==> src/hw/rtl/rapal_pkg.sv <==
// rapal_pkg: shared types and constants for the reverse-and-add palindrome search
// no dependencies
package rapal_pkg;
    localparam int DATA_W = 64;
    localparam int STEP_W = 8;
    localparam int DIGITS = 20;
    localparam int DIG_IDX_W = 5;
    localparam int DIG_CNT_W = 5;
    localparam int MAX_STEPS_DEF = 255;

    typedef logic [3:0] t_digit;
endpackage

==> src/hw/rtl/rapal_front.sv <==
// rapal_front: input register stage and two-entry queue of start values
// depends on rapal_pkg
module rapal_front (
    input  logic                       i_clk,
    input  logic                       i_rst_n,
    input  logic                       i_valid,
    output logic                       o_stall,
    input  logic [rapal_pkg::DATA_W-1:0] i_start_value,
    output logic                       o_q_valid,
    input  logic                       i_q_take,
    output logic [rapal_pkg::DATA_W-1:0] o_q_value
);
    import rapal_pkg::*;

    logic [DATA_W-1:0] r_mem [2];
    logic              r_wp, n_wp, r_rp, n_rp;
    logic [1:0]        r_cnt, n_cnt;
    logic              w_push, w_pop;

    assign o_stall   = (r_cnt == 2'd2);
    assign w_push    = i_valid && !o_stall;
    assign w_pop     = i_q_take && (r_cnt != 2'd0);
    assign o_q_valid = (r_cnt != 2'd0);
    assign o_q_value = r_mem[r_rp];

    always_comb begin
        n_wp  = r_wp ^ w_push;
        n_rp  = r_rp ^ w_pop;
        n_cnt = r_cnt + {1'b0, w_push} - {1'b0, w_pop};
    end

    always_ff @(posedge i_clk) begin
        if (!i_rst_n) begin
            r_wp  <= 1'b0;
            r_rp  <= 1'b0;
            r_cnt <= 2'd0;
        end else begin
            r_wp  <= n_wp;
            r_rp  <= n_rp;
            r_cnt <= n_cnt;
        end
    end

    always_ff @(posedge i_clk) begin
        if (w_push) begin
            r_mem[r_wp] <= i_start_value;
        end
    end
endmodule

==> src/hw/rtl/rapal_back.sv <==
// rapal_back: digit-serial reverse-and-add engine with output register
// depends on rapal_pkg
module rapal_back #(
    parameter int MAX_STEPS = rapal_pkg::MAX_STEPS_DEF
) (
    input  logic                         i_clk,
    input  logic                         i_rst_n,
    input  logic                         i_q_valid,
    output logic                         o_q_take,
    input  logic [rapal_pkg::DATA_W-1:0] i_q_value,
    output logic                         o_valid,
    input  logic                         i_stall,
    output logic                         o_found,
    output logic [rapal_pkg::DATA_W-1:0] o_palindrome_value,
    output logic [rapal_pkg::STEP_W-1:0] o_step_count
);
    import rapal_pkg::*;

    typedef enum logic [5:0] {
        S_IDLE = 6'b000001,
        S_CONV = 6'b000010,
        S_PAL  = 6'b000100,
        S_REV  = 6'b001000,
        S_ADD  = 6'b010000,
        S_OUT  = 6'b100000
    } t_state;

    // phases of the divide by ten; each pass through them yields one digit
    localparam logic [1:0] PH_T1  = 2'd0;
    localparam logic [1:0] PH_T3  = 2'd1;
    localparam logic [1:0] PH_Q   = 2'd2;
    localparam logic [1:0] PH_DIG = 2'd3;

    t_state            r_state, n_state;
    logic [DATA_W-1:0] r_sum, r_work, r_rev;
    t_digit            r_dig [DIGITS];
    logic [DIG_CNT_W-1:0] r_n, r_a, r_b;
    logic [STEP_W-1:0] r_steps;
    logic              r_found;
    logic              r_ov_valid;
    logic [1:0]        r_ph;
    logic [DATA_W-1:0] r_q;

    // divide by ten: shift-and-add approximation of 0.8*x, then /8 and one fixup
    logic [DATA_W-1:0] w_t0, w_t1, w_t2, w_t3, w_t4;
    logic [DATA_W-1:0] w_quo;
    logic [4:0]        w_q10;
    logic [4:0]        w_r;
    logic              w_fix;
    t_digit            w_dig;
    logic [DATA_W+4:0] w_rev10;
    logic [DATA_W:0]   w_add;
    logic              w_out_free;

    assign w_t0  = {1'b0, r_work[DATA_W-1:1]} + {2'b00, r_work[DATA_W-1:2]};
    assign w_t1  = w_t0 + {4'h0, w_t0[DATA_W-1:4]};
    assign w_t2  = r_q + {8'h00, r_q[DATA_W-1:8]};
    assign w_t3  = w_t2 + {16'h0000, w_t2[DATA_W-1:16]};
    assign w_t4  = r_q + {32'h0000_0000, r_q[DATA_W-1:32]};
    // low bits of quotient*10; remainder is below 20
    assign w_q10 = {r_q[1:0], 3'b000} + {r_q[3:0], 1'b0};
    assign w_r   = r_work[4:0] - w_q10;
    assign w_fix = (w_r > 5'd9);
    assign w_dig = w_fix ? 4'(w_r - 5'd10) : w_r[3:0];
    assign w_quo = r_q + {{(DATA_W-1){1'b0}}, w_fix};
    assign w_rev10 = {r_rev, 3'b000} + {2'b00, r_rev, 1'b0}
                   + {{(DATA_W+1){1'b0}}, r_dig[r_a[DIG_IDX_W-1:0]]};
    assign w_add  = {1'b0, r_sum} + {1'b0, r_rev};
    assign w_out_free = !r_ov_valid || !i_stall;
    assign o_q_take   = (r_state == S_IDLE) && i_q_valid;

    assign o_valid = r_ov_valid;

    always_ff @(posedge i_clk) begin
        if (!i_rst_n) begin
            r_state    <= S_IDLE;
            r_ov_valid <= 1'b0;
        end else begin
            case (r_state)
                S_IDLE: begin
                    if (i_q_valid) r_state <= S_CONV;
                end
                S_CONV: begin
                    if (r_work == '0) r_state <= S_PAL;
                end
                S_PAL: begin
                    if (r_a >= r_b) begin
                        r_state <= S_OUT;
                    end else if (r_dig[r_a[DIG_IDX_W-1:0]] !=
                                 r_dig[r_b[DIG_IDX_W-1:0]]) begin
                        r_state <= (r_steps == STEP_W'(MAX_STEPS)) ? S_OUT : S_REV;
                    end
                end
                S_REV: begin
                    if (r_a == r_n) r_state <= S_ADD;
                    else if (w_rev10[DATA_W+4:DATA_W] != '0) r_state <= S_OUT;
                end
                S_ADD: begin
                    r_state <= w_add[DATA_W] ? S_OUT : S_CONV;
                end
                S_OUT: begin
                    if (w_out_free) r_state <= S_IDLE;
                end
                default: r_state <= S_IDLE;
            endcase
            if (r_state == S_OUT && w_out_free) r_ov_valid <= 1'b1;
            else if (!i_stall) r_ov_valid <= 1'b0;
        end
    end

    always_ff @(posedge i_clk) begin
        case (r_state)
            S_IDLE: begin
                r_sum   <= i_q_value;
                r_work  <= i_q_value;
                r_n     <= '0;
                r_steps <= '0;
                r_found <= 1'b0;
                r_ph    <= PH_T1;
            end
            S_CONV: begin
                if (r_work != '0) begin
                    r_ph <= r_ph + 1'b1;
                    case (r_ph)
                        PH_T1:  r_q <= w_t1;
                        PH_T3:  r_q <= w_t3;
                        PH_Q:   r_q <= {3'b000, w_t4[DATA_W-1:3]};
                        PH_DIG: begin
                            r_dig[r_n[DIG_IDX_W-1:0]] <= w_dig;
                            r_n    <= r_n + 1'b1;
                            r_work <= w_quo;
                        end
                        default: ;
                    endcase
                end else begin
                    r_a <= '0;
                    r_b <= (r_n == '0) ? '0 : r_n - 1'b1;
                end
            end
            S_PAL: begin
                if (r_a >= r_b) begin
                    r_found <= 1'b1;
                end else if (r_dig[r_a[DIG_IDX_W-1:0]] != r_dig[r_b[DIG_IDX_W-1:0]]) begin
                    r_a   <= '0;
                    r_rev <= '0;
                end else begin
                    r_a <= r_a + 1'b1;
                    r_b <= r_b - 1'b1;
                end
            end
            S_REV: begin
                if (r_a != r_n) begin
                    r_rev <= w_rev10[DATA_W-1:0];
                    r_a   <= r_a + 1'b1;
                end
            end
            S_ADD: begin
                if (!w_add[DATA_W]) begin
                    r_sum   <= w_add[DATA_W-1:0];
                    r_work  <= w_add[DATA_W-1:0];
                    r_n     <= '0;
                    r_steps <= r_steps + 1'b1;
                end
            end
            default: ;
        endcase
        if (r_state == S_OUT && w_out_free) begin
            o_found            <= r_found;
            o_palindrome_value <= r_found ? r_sum : '0;
            o_step_count       <= r_steps;
        end
    end
endmodule

==> src/hw/rtl/reverse_add_palindrome_search_core.sv <==
// reverse_add_palindrome_search_core: top level, front queue plus search engine
// depends on rapal_pkg, rapal_front, rapal_back
// Each start value is queued (two entries) and worked by a single engine, one value
// at a time. Per step the sum is split into decimal digits (shift-and-add divide by
// ten), checked for palindrome one digit pair per cycle, reversed one digit per cycle
// with an exact overflow test and then added. Up to MAX_STEPS steps (255 by default)
// are taken, though 64-bit overflow ends real chains after a few dozen steps; the
// digit loop of the engine sets the rate. One result per item comes out in order
// through a registered output; a stalled result holds the engine, and the queue
// raises o_stall once two more start values wait.
module reverse_add_palindrome_search_core #(
    parameter int MAX_STEPS = rapal_pkg::MAX_STEPS_DEF
) (
    input  logic                         i_clk,
    input  logic                         i_rst_n,
    input  logic                         i_valid,
    output logic                         o_stall,
    input  logic [rapal_pkg::DATA_W-1:0] i_start_value,
    output logic                         o_valid,
    input  logic                         i_stall,
    output logic                         o_found,
    output logic [rapal_pkg::DATA_W-1:0] o_palindrome_value,
    output logic [rapal_pkg::STEP_W-1:0] o_step_count
);
    import rapal_pkg::*;

    logic              w_q_valid, w_q_take;
    logic [DATA_W-1:0] w_q_value;

    // front: accept and buffer start values
    rapal_front u_front (
        .i_clk, .i_rst_n, .i_valid, .o_stall, .i_start_value,
        .o_q_valid(w_q_valid), .i_q_take(w_q_take), .o_q_value(w_q_value)
    );

    // back: search engine
    rapal_back #(.MAX_STEPS(MAX_STEPS)) u_back (
        .i_clk, .i_rst_n,
        .i_q_valid(w_q_valid), .o_q_take(w_q_take), .i_q_value(w_q_value),
        .o_valid, .i_stall, .o_found, .o_palindrome_value, .o_step_count
    );
endmodule

==> config.mk <==
export PLATFORM = sky130hd
export DESIGN_NAME = reverse_add_palindrome_search_core
export DESIGN_NICKNAME = d
export VERILOG_FILES = /design/src/hw/rtl/rapal_pkg.sv /design/src/hw/rtl/rapal_front.sv /design/src/hw/rtl/rapal_back.sv /design/src/hw/rtl/reverse_add_palindrome_search_core.sv
export SDC_FILE = /design/constraint.sdc
export NUM_CORES = 2
export LEC_CHECK = 0
export ABC_AREA = 1
export BUFFER_PORTS_ARGS = -buffer_cell sky130_fd_sc_hd__buf_2
export CORE_MARGIN = 2
export CORE_UTILIZATION = 35
export DETAILED_ROUTE_END_ITERATION = 12
export GPL_ROUTABILITY_DRIVEN = 0
export HOLD_SLACK_MARGIN = 0.1
export PLACE_DENSITY = 0.58
export SLEW_MARGIN = 30
export SYNTH_ARGS = -nofsm -noshare
export SYNTH_HDL_FRONTEND = slang
export SYNTH_SLANG_ARGS = --single-unit
==> constraint.sdc <==
create_clock -name i_clk -period 10.17 [get_ports i_clk]
set_input_delay 0.5085 -clock i_clk [delete_from_list [all_inputs] [get_ports i_clk]]
set_output_delay 0.5085 -clock i_clk [all_outputs]
set_load 0.02 [all_outputs]
==> flow_metrics.py <==
metrics = {
    "cells_and_area": {
        "area_growth_pct": 11.2,
        "multi_input_gate_area_um2": 33300,
        "seq_area_um2": 17300,
        "drive_above_1_share_pct": 4.92,
        "n_fill_cell": 16818,
        "nNetsFinal": 8985,
        "layout_commonest_cell": "sky130_fd_sc_hd__nand2_1",
        "final_cell_mix": "2153 x sky130_fd_sc_hd__nand2_1, 1338 x sky130_fd_sc_hd__inv_1, 892 x sky130_fd_sc_hd__nor2_1, 729 x sky130_fd_sc_hd__a21oi_1, 563 x sky130_fd_sc_hd__edfxtp_1",
    },
    "yosys": {
        "synth_adder_area_share_pct": 10.3,
        "synth_top_family_by_area": "simple AND/OR/NAND/NOR gates",
        "synth_compound_gate_area_share_pct": 17.1,
        "synth_cell_types": 65,
        "number_of_instances_in_the_synthesized_netlist": 8257,
        "synth_seq_area_share_pct": 31.0,
        "top_reg_cell_synth": "sky130_fd_sc_hd__edfxtp_1",
        "syn_area_um2": 56000,
        "synth-xor-area-share_pct": 3.79,
        "ys.warnings.count": 0,
        "ys_async_sr_fraction_pct": 0,
        "post_synth.cell_area_avg_um2": 6.78,
        "synthesis.nets": 8780,
        "synth_enable_flop_cells": 563,
        "ys_ff_latch": 585,
        "post_synth_and_or_nand_nor_area_fraction_pct": 28.0,
        "muxShareOfSynthArea_pct": 0.0536,
    },
    "clock_network": {
        "post_cts.resized_instances": 0,
        "maximum_root_to_sink_buffer_count": 3,
        "clock_sinks": 585,
        "clk_pin_slew_worst_paths_ns": 0.06,
        "cts_root_buf": "sky130_fd_sc_hd__clkbuf_16",
        "cts.htree.levels": 3,
        "cts-buffers-inserted": 70,
        "setup_fix_bufs_post_cts": 0,
        "ctsHoldBuffers": 65,
        "clock_insertion_delay_worst_skew_ns": 0.72,
        "tritoncts": "built",
    },
    "sta": {
        "setup_total_negative_slack_ns": 0,
        "finalHoldViolCount": 0,
        "grt_setup_unrepaired": "false",
        "maxClockFrequency_mhz": 149,
        "max-slew-margin-rel_pct": 21.5,
        "final_min_period_over_clock_period_pct": 65.9,
        "period_needed_ns": 6.70,
        "timing.final.setup_violations": 0,
        "clock-skew-final_ns": 0.0576,
        "worstMarginPinSlew_ns": 1.16,
        "timing_max_transition_violations_final": 0,
    },
    "floorplanning": {
        "core_um2": 159000,
        "i_o_pin_count": 143,
        "core.rowCount": 146,
        "initial_utilization_pct": 35.3,
        "die_h_um": 404,
        "design.die.area_um2": 163000,
        "die_w_um": 404,
    },
    "worst_setup_path": {
        "path_buf_inv": 3,
        "critPathRequiredTime_ns": 10.56,
        "worst_path_dominant_cell_family": "simple AND/OR/NAND/NOR gates",
        "critical_path.most_common_cell": "sky130_fd_sc_hd__nand2_1",
        "crit_type": "reg -> reg",
        "rr_startpoint": "u_back.r_q[8]",
        "worstPathArrival_ns": 7.09,
        "worstSetupStartpoint": "u_back.r_q[8]",
        "critical_path_maximum_fanout": 6,
        "timing.critical_path.from_type": "flop",
        "worst_path_largest_cell_delay_ns": 0.76,
        "critical_path.slowest_cell": "sky130_fd_sc_hd__nor4_1",
        "crit_path_end_kind": "flop",
    },
    "route": {
        "routed_via_density": 5.50,
        "post_drt_wl_per_cell_um": 21.2,
        "postRouteWirelength_mm": 224,
        "drt_iter0_markers": 7052,
        "via_count": 58242,
        "route.antenna.remaining_nets": 0,
        "drc": 0,
        "detailedRoute.firstPassIterationCount": 7,
    },
    "grt": {
        "grt.total_usage_pct": 26.6,
        "largest_net_degree_at_the_start_of_global_routing": 74,
        "overflow": 0,
        "grt_first_pass_wirelength_mm": 333,
        "antenna_found_initial": 13,
        "first_global_vias": 54798,
    },
    "job": {
        "maxCapViolCount": 0,
    },
    "placed_design": {
        "detailed_place_hpwl_mm": 182,
        "port-buffer-count": 142,
    },
    "min_path": {
        "holdCritStartpoint": "i_stall",
        "hold_class": "in -> reg",
    },
    "outcome": {
        "run_status": "finished, final reports clean",
    },
}
[state kept, by name, indices dropped and copies added, names as in the netlist, 8 cells and up, named ones only]
register,cells
u_back.r_work,64
u_back.r_dig,80
u_back.o_step_count,8
u_back.o_palindrome_value,64
u_back.r_sum,64
u_back.r_steps,8
u_front.r_mem,128
u_back.r_rev,64
u_back.r_q,64
[cell families (layout without fill, tap and decap cells)]
kind of cell | after synthesis | after routing
buf+inv | 1460 | 1718
compound gates | 1716 | 1716
mux | 3 | 3
fa+ha+maj | 455 | 455
xor+xnor | 240 | 240
flops | 585 | 585
other cells | 0 | 2
simple gates | 3798 | 3798
[cell type report]
cell class | instances | area share (%)
Multi-Input combinational cell | 6212 | 53.4
Antenna cell | 2 | 0.00804
Timing Repair Buffer | 240 | 2.60
Sequential cell | 585 | 27.9
Inverter | 1353 | 8.16
Clock buffer | 85 | 2.94
Tap cell | 2072 | 4.16
Clock inverter | 40 | 0.826
[synthesized netlist by cell type, types with 4 or more instances]
| master | n | area share [%] |
|---|---|---|
| sky130_fd_sc_hd__nand2_1 | 2153 | 14 |
| sky130_fd_sc_hd__inv_1 | 1341 | 9.0 |
| sky130_fd_sc_hd__nor2_1 | 894 | 6.0 |
| sky130_fd_sc_hd__a21oi_1 | 731 | 6.5 |
| sky130_fd_sc_hd__edfxtp_1 | 563 | 30 |
| sky130_fd_sc_hd__o21ai_0 | 517 | 4.6 |
| sky130_fd_sc_hd__ha_1 | 447 | 10 |
| sky130_fd_sc_hd__nand3_1 | 357 | 3.2 |
| sky130_fd_sc_hd__xor2_1 | 160 | 2.5 |
| sky130_fd_sc_hd__a31oi_1 | 127 | 1.4 |
| sky130_fd_sc_hd__nor3_1 | 111 | 0.99 |
| sky130_fd_sc_hd__clkbuf_1 | 90 | 0.60 |
| sky130_fd_sc_hd__nand4_1 | 82 | 0.92 |
| sky130_fd_sc_hd__xnor2_1 | 77 | 1.2 |
| sky130_fd_sc_hd__o211ai_1 | 67 | 0.90 |
| sky130_fd_sc_hd__nor4_1 | 59 | 0.66 |
| sky130_fd_sc_hd__o21a_1 | 55 | 0.74 |
| sky130_fd_sc_hd__or2_2 | 52 | 0.58 |
| sky130_fd_sc_hd__o21ai_1 | 29 | 0.26 |
| sky130_fd_sc_hd__o21bai_1 | 29 | 0.39 |
| sky130_fd_sc_hd__o22ai_1 | 27 | 0.30 |
| sky130_fd_sc_hd__o221ai_1 | 25 | 0.39 |
| sky130_fd_sc_hd__a21o_1 | 24 | 0.32 |
| sky130_fd_sc_hd__dfxtp_1 | 22 | 0.79 |
| sky130_fd_sc_hd__nor2_2 | 21 | 0.23 |
| sky130_fd_sc_hd__nand3b_1 | 20 | 0.27 |
| sky130_fd_sc_hd__a21boi_0 | 19 | 0.25 |
| sky130_fd_sc_hd__a211oi_1 | 14 | 0.19 |
| sky130_fd_sc_hd__a221oi_1 | 13 | 0.20 |
| sky130_fd_sc_hd__nand2_2 | 13 | 0.15 |
| sky130_fd_sc_hd__buf_1 | 11 | 0.074 |
| sky130_fd_sc_hd__fa_1 | 8 | 0.29 |
| sky130_fd_sc_hd__nand3_2 | 8 | 0.14 |
| sky130_fd_sc_hd__inv_2 | 7 | 0.047 |
| sky130_fd_sc_hd__o311ai_0 | 7 | 0.11 |
| sky130_fd_sc_hd__a22oi_1 | 6 | 0.080 |
| sky130_fd_sc_hd__buf_2 | 6 | 0.054 |
| sky130_fd_sc_hd__nor2_4 | 6 | 0.12 |
| sky130_fd_sc_hd__clkinv_1 | 5 | 0.034 |
| sky130_fd_sc_hd__nor3b_1 | 5 | 0.067 |
| sky130_fd_sc_hd__a21boi_1 | 4 | 0.054 |
| sky130_fd_sc_hd__nor3_2 | 4 | 0.071 |
| sky130_fd_sc_hd__o31ai_1 | 4 | 0.054 |
[per-layer routing]
| metal | share of wire (%) | routed length (um) | track usage, % | up-vias |
|---|---|---|---|---|
| met1 | 41 | 92100 | 34.4 | 26825 |
| met4 | 6.1 | 13700 | 14.0 | 12 |
| met3 | 9.0 | 20100 | 4.82 | 632 |
| met5 | 0.039 | 87 | 0 | - |
| li1 | - | - | - | 27914 |
| met2 | 44 | 98100 | 42.4 | 2859 |
[worst register-to-register path: cells and delay by family (launching register included)]
family | cells | cell delay (ns)
simple gates | 13 | 2.44
compound gates | 8 | 1.89
fa+ha+maj | 3 | 1.11
flops | 1 | 0.53
buf+inv | 3 | 0.24
xor+xnor | 1 | 0.19
[per-stage QoR]
step	instance area [um2]	utilization, %	worst slack [ns]	cells	hold WS, ns
floorplan	56000	-	2.70	8257	0.424
global placement	59200	37.3	3.88	10397	0.434
detailed placement	59300	37.3	3.83	10397	0.437
CTS	62200	39.2	3.72	10587	0.219
global route	62300	39.2	3.06	10589	0.261
finish	62300	39.2	3.47	10589	0.284
[worst paths after layout]
path / endpoint / slack [ns] / cells after the start
setup / recovery: u_back.r_q[39] / 3.47 / 28
hold / removal: u_back.o_valid / 0.28 / 3
setup reg to reg: u_back.r_q[39] / 3.47 / 28
hold reg to reg: u_back.o_step_count[3] / 0.43 / 0
Power is left out: the tool's default activity adds up to more than one toggle a clock period on the data nets, which glitch-free logic cannot reach.
